===== src/rtl/mrf_pkg.sv =====
// Shared constants, types and helpers for the marker rectangle finder.
package mrf_pkg;

    localparam int MAX_WIDTH  = 1024;
    localparam int MAX_HEIGHT = 1024;

    localparam int MASK_DEPTH = MAX_WIDTH * MAX_HEIGHT;
    localparam int MASK_AW    = $clog2(MASK_DEPTH);
    localparam int COL_AW     = $clog2(MAX_WIDTH);
    localparam int CNT_W      = $clog2(MASK_DEPTH + 1);

    localparam int DIM_W = 11;
    localparam int KEY_W = 8;
    localparam int ST_W  = 2;

    localparam int PIX_W        = 3 * KEY_W;
    localparam int S_TDATA_W    = ((PIX_W + 7) / 8) * 8;
    localparam int RES_W        = ST_W + 4 * DIM_W;
    localparam int M_TDATA_W    = ((RES_W + 7) / 8) * 8;

    localparam int APB_AW = 5;
    localparam int APB_DW = 32;

    // scan phases
    localparam logic [1:0] PH_TL   = 2'd0;
    localparam logic [1:0] PH_BR   = 2'd1;
    localparam logic [1:0] PH_FILL = 2'd2;

    // result status codes
    localparam logic [ST_W-1:0] ST_FOUND      = 2'd0;
    localparam logic [ST_W-1:0] ST_NO_TL      = 2'd1;
    localparam logic [ST_W-1:0] ST_NO_BR      = 2'd2;
    localparam logic [ST_W-1:0] ST_NOT_FILLED = 2'd3;

    typedef struct packed {
        logic [DIM_W-1:0] frame_width;
        logic [DIM_W-1:0] frame_height;
        logic [DIM_W-1:0] min_run_width;
        logic [DIM_W-1:0] min_run_height;
        logic [KEY_W-1:0] key_blue;
        logic [KEY_W-1:0] key_green;
        logic [KEY_W-1:0] key_red;
    } mrf_cfg_t;

    typedef struct packed {
        logic       pix_take;
        logic       clear;
        logic       init;
        logic [1:0] phase;
        logic       issue;
        logic       out_load;
    } mrf_cmd_t;

    typedef struct packed {
        logic frame_last;
        logic scan_last;
        logic tl_found;
        logic br_found;
        logic rect_ok;
        logic out_busy;
    } mrf_stat_t;

    // zero counts as one, oversize clamps to the maximum
    function automatic logic [DIM_W-1:0] eff_dim(input logic [DIM_W-1:0] v,
                                                 input logic [DIM_W-1:0] lim);
        logic [DIM_W-1:0] r;
        if (v == '0) begin
            r = DIM_W'(1);
        end else if (v > lim) begin
            r = lim;
        end else begin
            r = v;
        end
        return r;
    endfunction

endpackage


===== src/rtl/mrf_ctrl.sv =====
// Sequencer: frame load, top-left scan, bottom-right scan, fill check, result.
module mrf_ctrl (
    input  logic             aclk,
    input  logic             aresetn,
    input  logic             s_tvalid,
    input  logic             cfg_hold,
    input  mrf_pkg::mrf_stat_t stat,
    output logic             s_tready,
    output mrf_pkg::mrf_cmd_t  cmd
);
    import mrf_pkg::*;

    localparam logic [3:0] S_LOAD      = 4'd0;
    localparam logic [3:0] S_TL_INIT   = 4'd1;
    localparam logic [3:0] S_TL_RUN    = 4'd2;
    localparam logic [3:0] S_TL_WAIT   = 4'd3;
    localparam logic [3:0] S_BR_INIT   = 4'd4;
    localparam logic [3:0] S_BR_RUN    = 4'd5;
    localparam logic [3:0] S_BR_WAIT   = 4'd6;
    localparam logic [3:0] S_FILL_INIT = 4'd7;
    localparam logic [3:0] S_FILL_RUN  = 4'd8;
    localparam logic [3:0] S_FILL_WAIT = 4'd9;
    localparam logic [3:0] S_OUT       = 4'd10;

    logic [3:0] state_reg;
    logic [3:0] state_next;

    assign s_tready = (state_reg == S_LOAD) && !cfg_hold;

    always_comb begin
        state_next   = state_reg;
        cmd          = '0;
        cmd.phase    = PH_TL;
        cmd.pix_take = s_tvalid && s_tready;
        unique case (state_reg)
            S_LOAD: begin
                if (cmd.pix_take && stat.frame_last) begin
                    state_next = S_TL_INIT;
                end
            end
            S_TL_INIT: begin
                cmd.clear  = 1'b1;
                cmd.init   = 1'b1;
                cmd.phase  = PH_TL;
                state_next = S_TL_RUN;
            end
            S_TL_RUN: begin
                cmd.issue = 1'b1;
                if (stat.scan_last) begin
                    state_next = S_TL_WAIT;
                end
            end
            S_TL_WAIT: begin
                state_next = S_BR_INIT;
            end
            S_BR_INIT: begin
                if (stat.tl_found) begin
                    cmd.init   = 1'b1;
                    cmd.phase  = PH_BR;
                    state_next = S_BR_RUN;
                end else begin
                    state_next = S_OUT;
                end
            end
            S_BR_RUN: begin
                cmd.issue = 1'b1;
                if (stat.scan_last) begin
                    state_next = S_BR_WAIT;
                end
            end
            S_BR_WAIT: begin
                state_next = S_FILL_INIT;
            end
            S_FILL_INIT: begin
                if (stat.br_found && stat.rect_ok) begin
                    cmd.init   = 1'b1;
                    cmd.phase  = PH_FILL;
                    state_next = S_FILL_RUN;
                end else begin
                    state_next = S_OUT;
                end
            end
            S_FILL_RUN: begin
                cmd.issue = 1'b1;
                if (stat.scan_last) begin
                    state_next = S_FILL_WAIT;
                end
            end
            S_FILL_WAIT: begin
                state_next = S_OUT;
            end
            S_OUT: begin
                if (!stat.out_busy) begin
                    cmd.out_load = 1'b1;
                    state_next   = S_LOAD;
                end
            end
            default: begin
                state_next = S_LOAD;
            end
        endcase
    end

    always_ff @(posedge aclk) begin
        if (!aresetn) begin
            state_reg <= S_LOAD;
        end else begin
            state_reg <= state_next;
        end
    end

endmodule


===== config.mk =====
export PLATFORM = sky130hd
export DESIGN_NAME = mrf_ctrl
export DESIGN_NICKNAME = d
export VERILOG_FILES = /design/src/rtl/mrf_pkg.sv /design/src/rtl/mrf_ctrl.sv
export SDC_FILE = /design/constraint.sdc
export NUM_CORES = 1
export LEC_CHECK = 0
export BUFFER_PORTS_ARGS = -buffer_cell sky130_fd_sc_hd__buf_4
export CAP_MARGIN = 20
export CORE_AREA = 2 2 39 41
export CTS_CLUSTER_DIAMETER = 40
export DETAILED_ROUTE_END_ITERATION = 10
export DIE_AREA = 0 0 41 43
export GPL_ROUTABILITY_DRIVEN = 0
export PLACE_DENSITY_LB_ADDON = 0.3
export SYNTH_ARGS = -nofsm -noshare
export SYNTH_HDL_FRONTEND = slang
export SYNTH_SLANG_ARGS = --single-unit
export TNS_END_PERCENT = 100

===== constraint.sdc =====
create_clock -name aclk -period 1.7 [get_ports aclk]
set_input_delay 0.085 -clock aclk [delete_from_list [all_inputs] [get_ports aclk]]
set_output_delay 0.085 -clock aclk [all_outputs]
set_load 0.01 [all_outputs]

* After elaboration in Yosys (flattened, before gate mapping) *
Index checks and enable logic that the tools add are counted.

operators by class
  equal/unequal tests = 15
  reductions and logical operators = 8
  multiplexer cells = 15

operators with widths
  operator                                                                count
  4-bit one-hot mux with 11 select lines                                  1
  4-bit 2-to-1 mux                                                        6
  4-bit by 3-bit equality test with 1-bit output (second input constant)  4
  4-bit equality test (second input constant)                             3
  3-bit one-hot mux with 3 select lines                                   1
  4-bit by 2-bit equality test with 1-bit output (second input constant)  2
  2-bit != test (second input constant)                                   4
  3-bit 2-to-1 mux                                                        2
  5-bit AND reduction                                                     1
  4-bit by 1-bit equality test with 1-bit output (second input constant)  1
  1-bit logical AND                                                       4
  4-bit zero test                                                         1
  1-bit 2-to-1 mux                                                        4
  3-bit OR reduction                                                      1
  2-bit 2-to-1 mux                                                        1
  2-bit by 1-bit != test with 1-bit output (second input constant)        1
  1-bit zero test                                                         1

word-level totals
  input port bits = 10
  output and inout bits = 8
  bits in registers = 4
  logic and storage cells = 39

* Longest topological paths before layout *
  depth in word-level cells = 6
  depth in mapped cells = 6
  gate-level depth less buffers = 5

* Worst setup path after synthesis *
OpenSTA, ideal clock, no wires.

  kind = register -> register
  from = reg state_reg[1]
  to = reg state_reg[1]
  required time = 1.585 ns
  stages on the path, launching flop included = 6
  library setup time = 0.115 ns
  path slack = 0.271 ns
  clock period less this slack = 1.429 ns
  data arrival time = 1.313 ns
  path buffers = 1
  path through = dfxtp_1 > buf_6 > a21oi_2 > a21oi_1 > or4_1 > and3_1

between the ends
  word-level cells in the longest chain between the ends = 6
  elaborated cells between the ends (all ways) = 21
  classes of those cells = eq/ne: 15; mux: 1; reduce/logical: 5

ends and longest elaborated chain
  element                                                    RTL line                        RTL
  start, declared                                            mrf_ctrl.sv:25                  logic [3:0] state_reg;
  start signal, assigned                                     mrf_ctrl.sv:108                 state_reg <= state_next;
  4-bit zero test                                            mrf_ctrl.sv:28, mrf_ctrl.sv:35
  1-bit logical AND                                          mrf_ctrl.sv:28                  assign s_tready = (state_reg == S_LOAD) && !cfg_hold;
  1-bit logical AND                                          mrf_ctrl.sv:34                  cmd.pix_take = s_tvalid && s_tready;
  1-bit logical AND                                          mrf_ctrl.sv:37                  if (cmd.pix_take && stat.frame_last) begin
  2-bit by 1-bit != test with 1-bit output (no source line)  --
  5-bit AND reduction (no source line)                       --

Parallel ways exist; a longest one is shown, timed or not.
A chain may end at the register's enable or synchronous reset.

* Worst setup path after layout *
  from = reg state_reg[2]
  to = reg state_reg[1]

Same word-level chain as after synthesis.

==> summary.txt <==
Worst setup path
  • CP endpoint kind: flip-flop
  • Reg-to-reg slack, setup: slightly below 0.08 ns
  • WS Path Type: flip-flop to flip-flop
  • CP Launch Type: flip-flop
  • Cells on worst reg2reg path: 6
  • Critical path arrival: 1.74 ns
  • End of the critical path: state_reg[1]$_SDFFE_PN0P_
  • CP max FO: 10
  • Top cell family by delay on the critical path: simple AND/OR/NAND/NOR gates
  • Critical Path, Cell by Cell: buf_4, nor2b_1, nor3_1, o31ai_1, or4_1, and3_1
  • CP max stage cell: dfxtp_1
  • Path length in cells of the critical path: 6
  • Max incr delay on CP: roughly 0.39 ns
  • FF-to-FF Start: state_reg[2]$_SDFFE_PN0P_
  • Req. time, crit path: roughly 1.8 ns
  • R2r endpoint: state_reg[1]$_SDFFE_PN0P_
  • Critical path launch point: state_reg[2]$_SDFFE_PN0P_
  • Buffers and inverters on the worst path: 1

GRT
  • Initial antenna violation count: 0
  • First-pass GRT wire length: 1780 um
  • Largest net degree at the start of global routing: 13
  • Number of global-route vias before repair: 451
  • Congestion Overflow GR: 0
  • All-Layer GR Usage: between 10 and 15%

Logic synthesis
  • Seq/Total Area, Yosys: between 10% and 20%
  • Commonest cells in the netlist: nor2_1, nand2_1, a21oi_1, dfxtp_1
  • Synth cell types: 29
  • Post-synthesis async set-or-reset flop share: 0%
  • Synth Register Bits: 4
  • Top-count cell post-synth: nor2_1
  • Mapped Area: between 400 and 500 sq um
  • Synth Flop Type: dfxtp_1
  • EDFF count, synth: 0
  • Syn avg cell area: ~7 sq um
  • Share of the synthesized area in the top cell type: between 10% and 20%
  • Synth Warn #: 0
  • Post-Syn Instances: 60
  • Largest cells by area after synthesis: dfxtp_1, nor2_1, buf_6, a21oi_1, o311a_1
  • Post-synth top area cell: dfxtp_1
  • Post-Syn Nets: 70

Finish
  • Share of layout cells above drive strength 1: about 36%
  • Antenna fix cells: 0
  • Fin nets: ~90
  • Area delta synth->final: 38.1%
  • Max FFs per register: 4
  • Fin util: 42.0%
  • Fillers: 149

Timing
  • Final Max Slew Viols: 0
  • Final Critical Period: approximately 1.6 ns
  • Setup violators final: 0
  • Max Freq: slightly above 600 MHz
  • Final hold slack: about 0.12 ns
  • Worst relative slew slack: around 77%
  • Crit share post-route: between 90% and 100%
  • Unrepaired setup endpoints after global routing: no
  • Clk_skew: between 0.001 and 0.0015 ns
  • Worst-Margin Slew: 0.342 ns
  • Final hold vios: 0
  • Setup TNS: 0 ns

Die
  • Rows: 14
  • Core Region: 0.00138 sq mm
  • Starting density of the core: between 30% and 40%
  • Die Y: between 40 and 50 um
  • IO Pins: 18
  • Die area: 0.00176 sq mm
  • Die Span X: between 40 and 50 um

Route
  • Via/cell ratio: approximately 5.3
  • DRT iter0 DRCs: 6
  • DR vias: 506
  • DRC violations left: 0
  • Routed WL: between 1000 and 1500 um
  • DRT antenna net count: 0
  • TritonRoute pass-1 iters: 4
  • Wirelength per Cell: between 10 and 15 um

Clock network
  • Clock root cell: clkbuf_4
  • H-tree levels: 1
  • CTS Buf Count: 3
  • TritonCTS Sinks: 4
  • Max clock buf depth: 2
  • CTS tree: built
  • Clock Latency Late Sink: 0.23 ns
  • Hold_buf cts: 0
  • Clock transition at path regs: approximately 0.040 ns

Run status
  • Status: completed

Power and ir drop
  • Peak VDD IR: just over 400 uV
  • P_leak: 0.000272 uW
  • Total power: 724 uW
  • Power density over the cells: around 1200 mW/mm^2

Placed design
  • PortBufs: 17
  • Final HPWL DP: just under 900 um

Worst hold path
  • Worst hold path type: primary input to flip-flop

Job
  • Max-Cap Viols: 0
## stage by stage
stage          cells  setup WS [ns]  instance area, sq um
3_3_place_gp      93          0.100                   557
2_1_floorplan     60          0.271                   420
6_report          96         0.0790                   581
4_1_cts           96         0.0736                   579
3_5_place_dp      93         0.0780                   557
5_1_grt           96        0.00163                   581
## cell type report
type	instances	area [sq um]	share of cell area (%)
multi-input combinational	50	292	50.2
timing repair buffer	21	158	27.2
sequential	4	81.3	14.0
clock buffer	3	22.5	3.88
tap	16	20.0	3.45
inverter	2	7.51	1.29
## layout by cell type (no fill, tap or decap), drive strengths merged, types with 2 or more instances in the layout
master | Yosys | routed
nand2 | 5 | 5
nor2b | 3 | 3
dfxtp | 4 | 4
a21oi | 5 | 5
or2 | 2 | 2
buf | 4 | 21
o311a | 2 | 2
nor3b | 2 | 2
clkbuf | 0 | 3
o31ai | 2 | 2
o21ai | 3 | 3
inv | 2 | 2
nor2 | 9 | 9
a31oi | 2 | 2
nor3 | 3 | 3
and3 | 2 | 2
## timing repair
item                                    in CTS  in global routing
endpoints found under the setup margin       0                  2
resized for setup                            0                  1
buffers inserted                             0                  0
## worst min-delay path by stage
| stage | start | end | slack, ns | depth (start not counted) |
|---|---|---|---|---|
| floorplan | aresetn | state_reg[0]$_SDFFE_PN0P_ | 0.22 | 1 |
| global placement | aresetn | state_reg[1]$_SDFFE_PN0P_ | 0.35 | 2 |
| detailed placement | aresetn | state_reg[0]$_SDFFE_PN0P_ | 0.35 | 2 |
| CTS | aresetn | state_reg[0]$_SDFFE_PN0P_ | 0.11 | 2 |
| global route | aresetn | state_reg[1]$_SDFFE_PN0P_ | 0.11 | 2 |
| finish | aresetn | state_reg[2]$_SDFFE_PN0P_ | 0.12 | 2 |
## per-layer routing
| metal | part of all wire, % | global-route usage, % |
|---|---|---|
| met2 | 53 | 23.4 |
| met1 | 44 | 17.1 |
| met4 | 0 | 8.00 |
| met5 | 0 | 0 |
| met3 | 3.9 | 3.14 |
## worst reg2reg max path, delay by kind of cell, from the launching register on
kind	cells	cell delay, ns
simple gates	4	0.83
buf+inv	1	0.18
flops	1	0.39
compound gates	1	0.10
## kinds of logic (layout without fill, tap and decap cells)
family	count (synthesis)	count (layout)	share of synthesized area, %
flip-flops	4	4	19.0
XOR/XNOR	1	1	2.08
AND/OR/NAND/NOR	33	33	42.3
AO/OA/AOI/OAI	16	16	25.0
buffers and inverters	6	26	11.6
## where the power goes
part / total, uW / switching, uW / internal (uW)
Sequential: 171 / 52.4 / 119
Clock: 118 / 39.0 / 79.0
Combinational: 435 / 211 / 224
Power figures use the tool's default switching activity.
